==> config.mk <==
export PLATFORM = sky130hd
export DESIGN_NAME = thermostat_relay_controller
export DESIGN_NICKNAME = d
export VERILOG_FILES = /design/src/hw/rtl/trc_pkg.sv /design/src/hw/rtl/thermostat_relay_controller.sv
export SDC_FILE = /design/constraint.sdc
export NUM_CORES = 1
export LEC_CHECK = 0
export BUFFER_PORTS_ARGS = -buffer_cell sky130_fd_sc_hd__buf_2
export CORE_UTILIZATION = 55
export DETAILED_ROUTE_END_ITERATION = 6
export GPL_ROUTABILITY_DRIVEN = 0
export GPL_TIMING_DRIVEN = 1
export PLACE_DENSITY_LB_ADDON = 0.25
export SLEW_MARGIN = 20
export SYNTH_ARGS = -nofsm -noshare
export SYNTH_HDL_FRONTEND = slang
export SYNTH_SLANG_ARGS = --single-unit
==> constraint.sdc <==
create_clock -name clk -period 4.6 [get_ports clk]
set_input_delay 0.92 -clock clk [delete_from_list [all_inputs] [get_ports clk]]
set_output_delay 0.92 -clock clk [all_outputs]
set_load 0.03 [all_outputs]
==> src/hw/rtl/trc_pkg.sv <==
// ----------------------------------------------------------------------------
// Thermostat relay controller package
// Shared codes, widths and helpers for the thermostat relay controller.
// ----------------------------------------------------------------------------
package trc_pkg;

  localparam int TEMP_W     = 12;
  localparam int HYST_W     = 7;
  localparam int TARGET_W   = 7;
  localparam int FAN_CNT_W  = 12;
  localparam int AC_CNT_W   = 5;
  localparam int CFG_IDX_W  = 8;
  localparam int CMP_W      = 13;

  localparam logic [FAN_CNT_W-1:0] FAN_CYCLE_ON_SEC  = 12'd900;
  localparam logic [FAN_CNT_W-1:0] FAN_CYCLE_OFF_SEC = 12'd2700;
  localparam logic [AC_CNT_W-1:0]  AC_RECHECK_SEC    = 5'd30;
  localparam logic [FAN_CNT_W-1:0] FAN_CHANGE_DELAY  = 12'd5;
  localparam logic [AC_CNT_W-1:0]  AC_CHANGE_DELAY   = 5'd30;

  localparam logic [7:0] SETPOINT_MIN = 8'd60;
  localparam logic [7:0] SETPOINT_MAX = 8'd90;

  localparam logic [TARGET_W-1:0] COOL_TARGET_RST = 7'd75;
  localparam logic [TARGET_W-1:0] HEAT_TARGET_RST = 7'd68;
  localparam logic [HYST_W-1:0]   HYST_RST        = 7'd10;

  localparam logic [2:0] REQ_TICK  = 3'd0;
  localparam logic [2:0] REQ_FAN   = 3'd1;
  localparam logic [2:0] REQ_AC    = 3'd2;
  localparam logic [2:0] REQ_COOL  = 3'd3;
  localparam logic [2:0] REQ_HEAT  = 3'd4;

  localparam logic [1:0] MODE_OFF    = 2'd0;
  localparam logic [1:0] MODE_FIRST  = 2'd1;
  localparam logic [1:0] MODE_SECOND = 2'd2;

  localparam logic [CFG_IDX_W-1:0] CFG_HYST_RELEASE = 8'd0;
  localparam logic [CFG_IDX_W-1:0] CFG_HYST_TRIGGER = 8'd1;

  localparam int OFF_FAN  = 0;
  localparam int OFF_COOL = 1;
  localparam int OFF_HEAT = 2;

  typedef logic [2:0] relay_off_t;

  function automatic logic [1:0] mode_decode(input logic [7:0] val);
    mode_decode = (val > 8'(MODE_SECOND)) ? MODE_OFF : val[1:0];
  endfunction

  function automatic logic [TARGET_W-1:0] clamp_setpoint(input logic [7:0] val);
    logic [7:0] c;
    c = val;
    if (val < SETPOINT_MIN) c = SETPOINT_MIN;
    if (val > SETPOINT_MAX) c = SETPOINT_MAX;
    clamp_setpoint = c[TARGET_W-1:0];
  endfunction

endpackage

==> src/hw/rtl/thermostat_relay_controller.sv <==
// ----------------------------------------------------------------------------
// Thermostat relay controller
// Fan and A/C relay control with setpoint hysteresis, driven by tick and command words.
// ----------------------------------------------------------------------------
// Takes one word per clock while in_ready is high and returns its result word
// from one result register loaded on acceptance. in_ready is high when that
// register is empty or its word is being taken, so a result word left waiting
// holds the input off until it is taken. All state updates and relay decisions
// are done in one pass of compare-and-count logic ahead of the result
// register. Configuration writes are always accepted (cfg_ready is tied high).
// ----------------------------------------------------------------------------
module thermostat_relay_controller
  import trc_pkg::*;
(
  input  logic                        clk,
  input  logic                        rst,
  input  logic                        in_valid,
  output logic                        in_ready,
  input  logic [2:0]                  req_type,
  input  logic [7:0]                  cmd_value,
  input  logic signed [TEMP_W-1:0]    temp_tenths_f,
  input  logic                        temp_ok,
  output logic                        out_valid,
  input  logic                        out_ready,
  output logic                        fan_on,
  output logic                        cool_on,
  output logic                        heat_on,
  output logic                        master_on,
  output logic                        relays_changed,
  input  logic                        cfg_valid,
  output logic                        cfg_ready,
  input  logic [CFG_IDX_W-1:0]        cfg_index,
  input  logic [HYST_W-1:0]           cfg_data
);

  logic [HYST_W-1:0]    rel_band;
  logic [HYST_W-1:0]    trg_band;
  relay_off_t           relay_off;
  relay_off_t           relay_off_next;
  logic [FAN_CNT_W-1:0] fan_cnt;
  logic [FAN_CNT_W-1:0] fan_cnt_next;
  logic [AC_CNT_W-1:0]  ac_cnt;
  logic [AC_CNT_W-1:0]  ac_cnt_next;
  logic [1:0]           fan_setting;
  logic [1:0]           fan_setting_next;
  logic [1:0]           ac_mode;
  logic [1:0]           ac_mode_next;
  logic [TARGET_W-1:0]  cool_target;
  logic [TARGET_W-1:0]  cool_target_next;
  logic [TARGET_W-1:0]  heat_target;
  logic [TARGET_W-1:0]  heat_target_next;

  logic                 in_accept;
  logic signed [CMP_W-1:0] temp_x;
  logic signed [CMP_W-1:0] cool_sp;
  logic signed [CMP_W-1:0] heat_sp;
  logic signed [CMP_W-1:0] rel_x;
  logic signed [CMP_W-1:0] trg_x;
  logic                 out_fan;
  logic                 out_cool;
  logic                 out_heat;

  assign in_ready  = !out_valid || out_ready;
  assign in_accept = in_valid && in_ready;
  assign cfg_ready = 1'b1;

  assign temp_x  = CMP_W'(temp_tenths_f);
  assign cool_sp = $signed({2'b00, 11'(cool_target) * 11'd10});
  assign heat_sp = $signed({2'b00, 11'(heat_target) * 11'd10});
  assign rel_x   = $signed({6'd0, rel_band});
  assign trg_x   = $signed({6'd0, trg_band});

  always_comb begin
    relay_off_next   = relay_off;
    fan_cnt_next     = fan_cnt;
    ac_cnt_next      = ac_cnt;
    fan_setting_next = fan_setting;
    ac_mode_next     = ac_mode;
    cool_target_next = cool_target;
    heat_target_next = heat_target;
    case (req_type)
      REQ_TICK: begin
        if (fan_cnt != '0) begin
          fan_cnt_next = fan_cnt - 1'b1;
          if (fan_cnt_next == '0) begin
            case (fan_setting)
              MODE_FIRST:  relay_off_next[OFF_FAN] = 1'b0;
              MODE_SECOND: begin
                if (relay_off[OFF_FAN]) begin
                  relay_off_next[OFF_FAN] = 1'b0;
                  fan_cnt_next = FAN_CYCLE_ON_SEC;
                end else begin
                  relay_off_next[OFF_FAN] = 1'b1;
                  fan_cnt_next = FAN_CYCLE_OFF_SEC;
                end
              end
              default:     relay_off_next[OFF_FAN] = 1'b1;
            endcase
          end
        end
        if (ac_cnt != '0 && temp_ok) begin
          ac_cnt_next = ac_cnt - 1'b1;
          if (ac_cnt_next == '0) begin
            case (ac_mode)
              MODE_FIRST: begin
                if (!relay_off[OFF_COOL] && temp_x < cool_sp - rel_x)
                  relay_off_next[OFF_COOL] = 1'b1;
                if (relay_off[OFF_COOL] && temp_x > cool_sp + trg_x)
                  relay_off_next[OFF_COOL] = 1'b0;
              end
              MODE_SECOND: begin
                if (!relay_off[OFF_HEAT] && temp_x > heat_sp + rel_x)
                  relay_off_next[OFF_HEAT] = 1'b1;
                if (relay_off[OFF_HEAT] && temp_x < heat_sp - trg_x)
                  relay_off_next[OFF_HEAT] = 1'b0;
              end
              default: begin
                relay_off_next[OFF_COOL] = 1'b1;
                relay_off_next[OFF_HEAT] = 1'b1;
              end
            endcase
            ac_cnt_next = AC_RECHECK_SEC;
          end
        end
        // drop both when cool and heat would run together
        if (!relay_off_next[OFF_COOL] && !relay_off_next[OFF_HEAT]) begin
          relay_off_next[OFF_COOL] = 1'b1;
          relay_off_next[OFF_HEAT] = 1'b1;
        end
      end
      REQ_FAN: begin
        fan_setting_next = mode_decode(cmd_value);
        fan_cnt_next     = FAN_CHANGE_DELAY;
      end
      REQ_AC: begin
        ac_mode_next = mode_decode(cmd_value);
        ac_cnt_next  = AC_CHANGE_DELAY;
      end
      REQ_COOL: begin
        cool_target_next = clamp_setpoint(cmd_value);
        ac_cnt_next      = AC_CHANGE_DELAY;
      end
      REQ_HEAT: begin
        heat_target_next = clamp_setpoint(cmd_value);
        ac_cnt_next      = AC_CHANGE_DELAY;
      end
      default: ;
    endcase
  end

  assign out_cool = !relay_off_next[OFF_COOL];
  assign out_heat = !relay_off_next[OFF_HEAT];
  assign out_fan  = !relay_off_next[OFF_FAN] || out_cool || out_heat;

  always_ff @(posedge clk) begin
    if (rst) begin
      rel_band <= HYST_RST;
      trg_band <= HYST_RST;
    end else if (cfg_valid && cfg_ready) begin
      if (cfg_index == CFG_HYST_RELEASE) rel_band <= cfg_data;
      if (cfg_index == CFG_HYST_TRIGGER) trg_band <= cfg_data;
    end
  end

  always_ff @(posedge clk) begin
    if (rst) begin
      relay_off   <= 3'b111;
      fan_cnt     <= '0;
      ac_cnt      <= '0;
      fan_setting <= MODE_OFF;
      ac_mode     <= MODE_OFF;
      cool_target <= COOL_TARGET_RST;
      heat_target <= HEAT_TARGET_RST;
    end else if (in_accept) begin
      relay_off   <= relay_off_next;
      fan_cnt     <= fan_cnt_next;
      ac_cnt      <= ac_cnt_next;
      fan_setting <= fan_setting_next;
      ac_mode     <= ac_mode_next;
      cool_target <= cool_target_next;
      heat_target <= heat_target_next;
    end
  end

  always_ff @(posedge clk) begin
    if (rst) begin
      out_valid <= 1'b0;
    end else if (in_accept) begin
      out_valid <= 1'b1;
    end else if (out_ready) begin
      out_valid <= 1'b0;
    end
  end

  always_ff @(posedge clk) begin
    if (in_accept) begin
      fan_on         <= out_fan;
      cool_on        <= out_cool;
      heat_on        <= out_heat;
      master_on      <= out_fan;
      relays_changed <= (relay_off_next != relay_off);
    end
  end

`ifndef ASSERT_OFF
  a_no_cool_and_heat: assert property (@(posedge clk) disable iff (rst)
    relay_off[OFF_COOL] || relay_off[OFF_HEAT])
    else $error("cool and heat relays both on");

  a_cmd_keeps_relays: assert property (@(posedge clk) disable iff (rst)
    in_accept && req_type != REQ_TICK |=> $stable(relay_off))
    else $error("command word changed relay state");

  a_ac_cnt_bound: assert property (@(posedge clk) disable iff (rst)
    ac_cnt <= AC_CHANGE_DELAY)
    else $error("ac countdown out of range");

  a_accept_gives_result: assert property (@(posedge clk) disable iff (rst)
    in_accept |=> out_valid)
    else $error("accepted word produced no result");

  a_master_follows: assert property (@(posedge clk) disable iff (rst)
    out_valid && (cool_on || heat_on) |-> fan_on && master_on)
    else $error("fan or master off while compressor runs");
`endif

endmodule
==> impl_results.md, run 1 <==
- Status: finished clean
- RSZ-0062 raised after global routing: true
- Period utilization: 0.977
- GRT Total Usage: 0.282
- Longest Clk Path Bufs: 2
- Area of the multi-input gates: approximately 4600 um^2
- Worst Path Arrival: 4.59 ns
- Synth Register Bits: 57
- Gate Count Post-Synth: 731
- Critical-path top delay cell: fa_2
- Tot Pwr: 1.48 mW
- FILL cells: between 800 and 900
- Global-route wire length before repair: approximately 25000 um
- Register area share after synthesis: 0.199
- CTS Root Cell: clkbuf_8
- CP endpoint kind: flip-flop
- DP HPWL: 12300 um
- Max Clk Rate: 0.222 GHz
- Worst Tran Pin Value: 0.809 ns
- GR Overflow Total: 0
- Nets: 946
- Final setup fails: 0
- Number of synthesized flops with an enable pin: 4
- Share of cells above drive strength 1: 0.167
- Flop pwr share: 0.354
- # rows: 37
- Total die area: approximately 11000 um^2
- Number of I/O pins: 52
- PD cells: 217 nW/um^2
- Area grow syn2layout: 15.2%
- Switching Fraction: 0.315
- Final instance area: 6830 um^2
- Max-slew violations: 0
- Yosys warns: 0
- IO buf count: 50
- Largest delay share family, worst path: adder cells
- Most common flop cell mapped by yosys: dfxtp_1
- Mapped Avg Cell Area: between 8 and 9 um^2
- Post-route ant nets: 0
- Setup Skew: between 0.015 and 0.02 ns
- Logic gate share of total power: 0.277
- Clock network fraction of total power: 0.369
- DIE HEIGHT: 106 um
- Fin. Hold Viols: 0
- Pint: 1.02 mW
- Dpl cell area: roughly 6400 um^2
- Vias in the first global route: 5386
- Largest net degree at the start of global routing: 40
- Drt drc: 0
- Pleak: around 3.0 nW
- Worst stage delay on the critical path: 0.54 ns
- Max FO, Critical Path: 3
- H-tree depth: 3
- Post-Route WL: around 16000 um
- Antenna violations before repair: 0
- Area of the mapped netlist: 5920 um^2
- # hold bufs at CTS: 0
- Final WS setup: between 0.1 and 0.15 ns
- Worst Hold Class: flip-flop to flip-flop
- Worst relative slew slack: 0.461
- CP cell instances: ha_1, ha_1, fa_2, ha_1, a21oi_2, nor2b_1, o21a_1, xnor2_1, ha_1, nand4_1, or4_1, a21oi_2, nor3b_1, a211o_1, nand2_2, o22ai_1, or3_1
- VDD IR max: 0.000154 V
- TritonCTS buffer count: 9
- Width of the die: between 100 and 150 um
- CP dominant cell by count: ha_1
- Clk slew on worst S/H paths: 0.07 ns
- Final worst path period need: 4.50 ns
- Place WS: -0.104 ns
- P_sw: between 400 and 500 uW
- Count of different cell masters after synthesis: 74
- Core area: roughly 10000 um^2
- Register area: 1180 um^2
- Setup CP Type: flip-flop to flip-flop
- Clk sinks: 57
- Drt pass-1 iters: 5
- CTS tree: yes
- Final setup TNS: 0 ns
- Max-Cap Viols: 0
- Via count: between 5000 and 6000
- WP data required: 4.69 ns
- N_diodes: 0
- Initial detailed-routing violation count: 383
- Clock Latency Late Sink: about 0.35 ns
- Wire length per cell: 16.7 um
- Via/cell ratio: between 6 and 7
- CP bufs+invs: 0
- Ys async rst share: 0
- Startpoint class of the critical path: flip-flop
- Initial Util: 0.571
state kept, by name, summed over array words and instances (netlist names), 2 cells and up:
register,cells
rel_band,7
cool_target,7
relay_off,3
heat_target,7
fan_cnt,12
fan_setting,2
ac_mode,2
trg_band,7
ac_cnt,5
cells in the mapped netlist, drive strengths merged, types with 3 or more instances:
cell type	instances	area share
nor2	80	0.051
nor4	8	0.014
nand4	11	0.014
a211o	8	0.012
a21oi	72	0.061
nand4b	4	0.0059
o211ai	6	0.0076
edfxtp	4	0.020
a22oi	3	0.0038
a311oi	5	0.0084
nand3b	10	0.013
o21a	7	0.0089
inv	50	0.032
nor3	19	0.016
clkbuf	13	0.0082
o41ai	4	0.0091
nand2	51	0.032
nor2b	13	0.014
and2	4	0.0046
o21ai	27	0.023
xor2	12	0.018
xnor2	24	0.035
nor3b	3	0.0038
ha	99	0.21
a31oi	5	0.0053
mux2i	15	0.025
buf	10	0.012
a21o	16	0.020
nand3	15	0.013
or3	4	0.0042
a2111oi	5	0.0087
o21bai	10	0.013
a211oi	10	0.015
o31ai	4	0.0051
nand2b	10	0.011
fa	6	0.020
dfxtp	53	0.18
tightest hold or removal path: cells and delay by family (launching register included):
kind | cells | cell delay [ns]
simple gates | 2 | 0.12
flops | 1 | 0.33
cells in the final DEF (no fill, tap or decap), types with 11 or more instances in the layout:
cell      count
a21o_1       16
dfxtp_1      50
inv_1        50
a21oi_1      66
nand2_1      50
ha_1         94
nor3_1       19
nor2_1       77
buf_4        24
xnor2_1      22
buf_2        50
mux2i_1      15
nand3_1      15
xor2_1       11
o21ai_0      25
nor2b_1      13
clkbuf_8     11
area by class of cell:
cell class              instances  share of cell area
multi-input cells             604               0.677
flip-flops and latches         57               0.174
repair buffers                 74              0.0630
inverters                      51              0.0280
well taps                     136              0.0249
clock buffers                  11              0.0222
clock inverters                 4              0.0112
kinds of logic (layout without fill, tap and decap cells):
family | Yosys count | count (layout) | share of synthesized area
XOR/XNOR | 36 | 36 | 0.0532
other | 1 | 5 | 0.000633
adder cells (fa/ha/maj) | 105 | 105 | 0.229
AO/OA/AOI/OAI | 202 | 202 | 0.231
buffers and inverters | 74 | 140 | 0.0526
AND/OR/NAND/NOR | 241 | 241 | 0.209
multiplexers | 15 | 15 | 0.0253
flip-flops | 57 | 57 | 0.199
metal layers:
metal,global-route usage,part of all wire,vias up
met2,0.476,0.46,202
met3,0.0451,0.058,37
met5,0,0,-
met1,0.361,0.45,2681
met4,0.107,0.031,0
li1,-,-,2796
worst paths after layout:
kind                  startpoint             end  slack, ns  cells after the start
setup / recovery  heat_target[3]       master_on       0.10                     17
hold / removal    heat_target[2]  heat_target[2]       0.50                      2
setup reg to reg  heat_target[3]       master_on       0.10                     17
hold reg to reg   heat_target[2]  heat_target[2]       0.50                      2
power by group through the flow:
stage / registers, mW / logic (mW) / clock network (mW)
after floorplan: 0.532 / 0.272 / 0
after global placement: 0.534 / 0.369 / 0
after detailed placement: 0.535 / 0.383 / 0
after CTS: 0.523 / 0.388 / 0.553
after global routing: 0.526 / 0.457 / 0.573
final: 0.524 / 0.411 / 0.547
stage by stage:
step / hold WS (ns) / instances / util
after detailed placement: 0.496 / 918 / 0.616
after global placement: 0.491 / 918 / 0.616
after floorplan: 0.465 / 735 / -
after CTS: 0.508 / 933 / 0.639
final: 0.502 / 937 / 0.658
after global routing: 0.542 / 937 / 0.658
repair_timing:
action / in CTS / in global routing
buffers inserted: 0 / 4
resized for setup: 5 / 33
endpoints found under the setup margin: 1 / 3
pin swaps: 1 / 24
No activity file was read; power rests on OpenSTA's default activity.
==> inputs of run 2 (changes only) <==
Settings changed: CELL_PAD_IN_SITES_DETAIL_PLACEMENT set to 0, CELL_PAD_IN_SITES_GLOBAL_PLACEMENT set to 1, CORE_UTILIZATION 55 to 42.
==> run 2 against run 1 <==
Net effect: sequential share of layout area is 1.1 points lower; die area grew 30%; register-to-register slack is essentially flat; utilization down 13 points; highest routed layer unchanged; critical path depth shrank 1; combinational power grew 8.3%; sequential cell count is the same; worst hold slack lost 0.0020 ns; via count down 0.59%; largest cell class unchanged; power increased by 5.1%; global-route usage is 5.0 points lower.
==> impl_results.md, run 2 (same netlist as run 1, synthesis figures left out) <==
- Area grow syn2layout: 22.8% (was 15.2%)
- Period utilization: 0.978 (was 0.977)
- Initial detailed-routing violation count: 341 (was 383)
- IO buf count: 50 (unchanged)
- WP data required: 4.67 ns (was 4.69 ns)
- Max-slew violations: 0 (unchanged)
- GR Overflow Total: 0 (unchanged)
- Worst relative slew slack: 0.467 (was 0.461)
- Worst Hold Class: flip-flop to flip-flop (unchanged)
- Vias in the first global route: 5466 (was 5386)
- Clock Latency Late Sink: 0.33 ns (was 0.35 ns)
- Global-route wire length before repair: 26700 um (was 25200 um)
- Pleak: 3.15 nW (was 2.99 nW)
- Setup CP Type: flip-flop to flip-flop (unchanged)
- Commonest cells after routing, fill and taps aside: 86 x ha_1, 77 x nor2_1, 64 x a21oi_1 (was 94 x ha_1, 77 x nor2_1, 66 x a21oi_1)
- Worst Path Arrival: 4.57 ns (was 4.59 ns)
- Drt pass-1 iters: 5 (unchanged)
- Post-Route WL: 17000 um (was 15600 um)
- N_diodes: 0 (unchanged)
- Tot Pwr: 1.56 mW (was 1.48 mW)
- GRT Total Usage: 0.233 (was 0.282)
- Core area: 13800 um^2 (was 10400 um^2)
- Max-Cap Viols: 0 (unchanged)
- Largest net degree at the start of global routing: 33 (was 40)
- Number of I/O pins: 52 (unchanged)
- Largest Register: fan_cnt (unchanged)
- Nets: 972 (was 946)
- Max Clk Rate: 0.222 GHz (about the same)
- Via count: 5682 (was 5716)
- Startpoint class of the critical path: flip-flop (unchanged)
- CTS tree: yes (unchanged)
- VDD IR max: 0.000142 V (was 0.000154 V)
- Setup Skew: 0.00807 ns (was 0.0164 ns)
- Initial Util: 0.428 (was 0.571)
- PD cells: 214 nW/um^2 (was 217 nW/um^2)
- DIE HEIGHT: 121 um (was 106 um)
- TritonCTS buffer count: 9 (unchanged)
- H-tree depth: 3 (unchanged)
- Clk sinks: 57 (unchanged)
- Largest register FFs: 12 (unchanged)
- Final setup fails: 0 (unchanged)
- Share of cells above drive strength 1: 0.211 (was 0.167)
- CP endpoint kind: flip-flop (unchanged)
- Most common cell after layout, fill and taps aside: ha_1 (unchanged)
- CTS Root Cell: clkbuf_16 (was clkbuf_8)
- Final setup TNS: 0 ns (unchanged)
- Clk slew on worst S/H paths: 0.05 ns (was 0.07 ns)
- Drt drc: 0 (unchanged)
- Max FO, Critical Path: 4 (was 3)
- Post-route ant nets: 0 (unchanged)
- Worst Tran Pin Value: 0.796 ns (was 0.809 ns)
- Total die area: 14600 um^2 (was 11200 um^2)
- # rows: 43 (was 37)
- DP HPWL: 13300 um (was 12300 um)
- Via/cell ratio: 5.64 (was 6.10)
- Status: finished clean (unchanged)
- Wire length per cell: 16.9 um (was 16.7 um)
- Fin. Hold Viols: 0 (unchanged)
- WHS: 0.501 ns (was 0.502 ns)
- Antenna violations before repair: 0 (unchanged)
- Longest Clk Path Bufs: 2 (unchanged)
- Final worst path period need: 4.50 ns (about the same)
- Width of the die: 121 um (was 106 um)
## run 2: routing by layer
layer,up-vias,global-route usage,share of wire
li1,2860,-,-
met2,124,0.370,0.45
met1,2671,0.326,0.49
met4,0,0.0694,0.021
met5,-,0,0
met3,27,0.0297,0.040
## run 2: final cells by class
cell class / instances / area [um^2]
Fill cell: 1303 / 6550
Tap cell: 180 / 225
Sequential cell: 57 / 1180
Clock inverter: 4 / 20.0
Multi-Input combinational cell: 604 / 4790
Timing Repair Buffer: 100 / 629
Inverter: 51 / 191
Clock buffer: 12 / 236
## run 2: power breakdown
group          leakage [nW]  switching (mW)  total, mW  internal, mW
combinational          2.56           0.247      0.445         0.198
clock                 0.130           0.228      0.588         0.360
sequential            0.469          0.0148      0.526         0.511
total                  3.15           0.490       1.56          1.07
## run 2: repair_timing
action                                  CTS  global route
pin swaps                                 1            50
hold buffers                              0             0
gates resized for setup                   7            58
setup buffers                             0            11
endpoints found under the setup margin    1             4
## run 2: through the flow
stage | setup slack [ns] | std cells | cell area (um^2) | util
finish | 0.102 | 1008 | 7280 | 0.526
global route | -0.0461 | 1008 | 7280 | 0.526
CTS | 0.00908 | 997 | 6870 | 0.497
detailed placement | -0.0333 | 981 | 6590 | 0.476
global placement | 0.0508 | 981 | 6590 | 0.476
floorplan | 0.114 | 735 | 5940 | -
## run 2: worst max-delay path, cell delays in order, from the launching register on
cell,delay [ns]
dfxtp_2,0.33
ha_4,0.24
ha_4,0.16
fa_2,0.60
ha_4,0.21
a21o_1,0.17
a211o_1,0.31
a31oi_1,0.19
and3_1,0.25
ha_4,0.22
a2111oi_2,0.34
nor2_1,0.08
a211oi_2,0.28
nand3b_1,0.14
a32oi_1,0.20
o22ai_1,0.11
or3_1,0.37
## run 2: final timing paths
check                  from              to  slack, ns  cells past startpoint
max reg2reg  cool_target[3]       master_on       0.10                     16
min reg2reg  heat_target[2]  heat_target[2]       0.50                      2
min          heat_target[2]  heat_target[2]       0.50                      2
max          cool_target[3]       master_on       0.10                     16
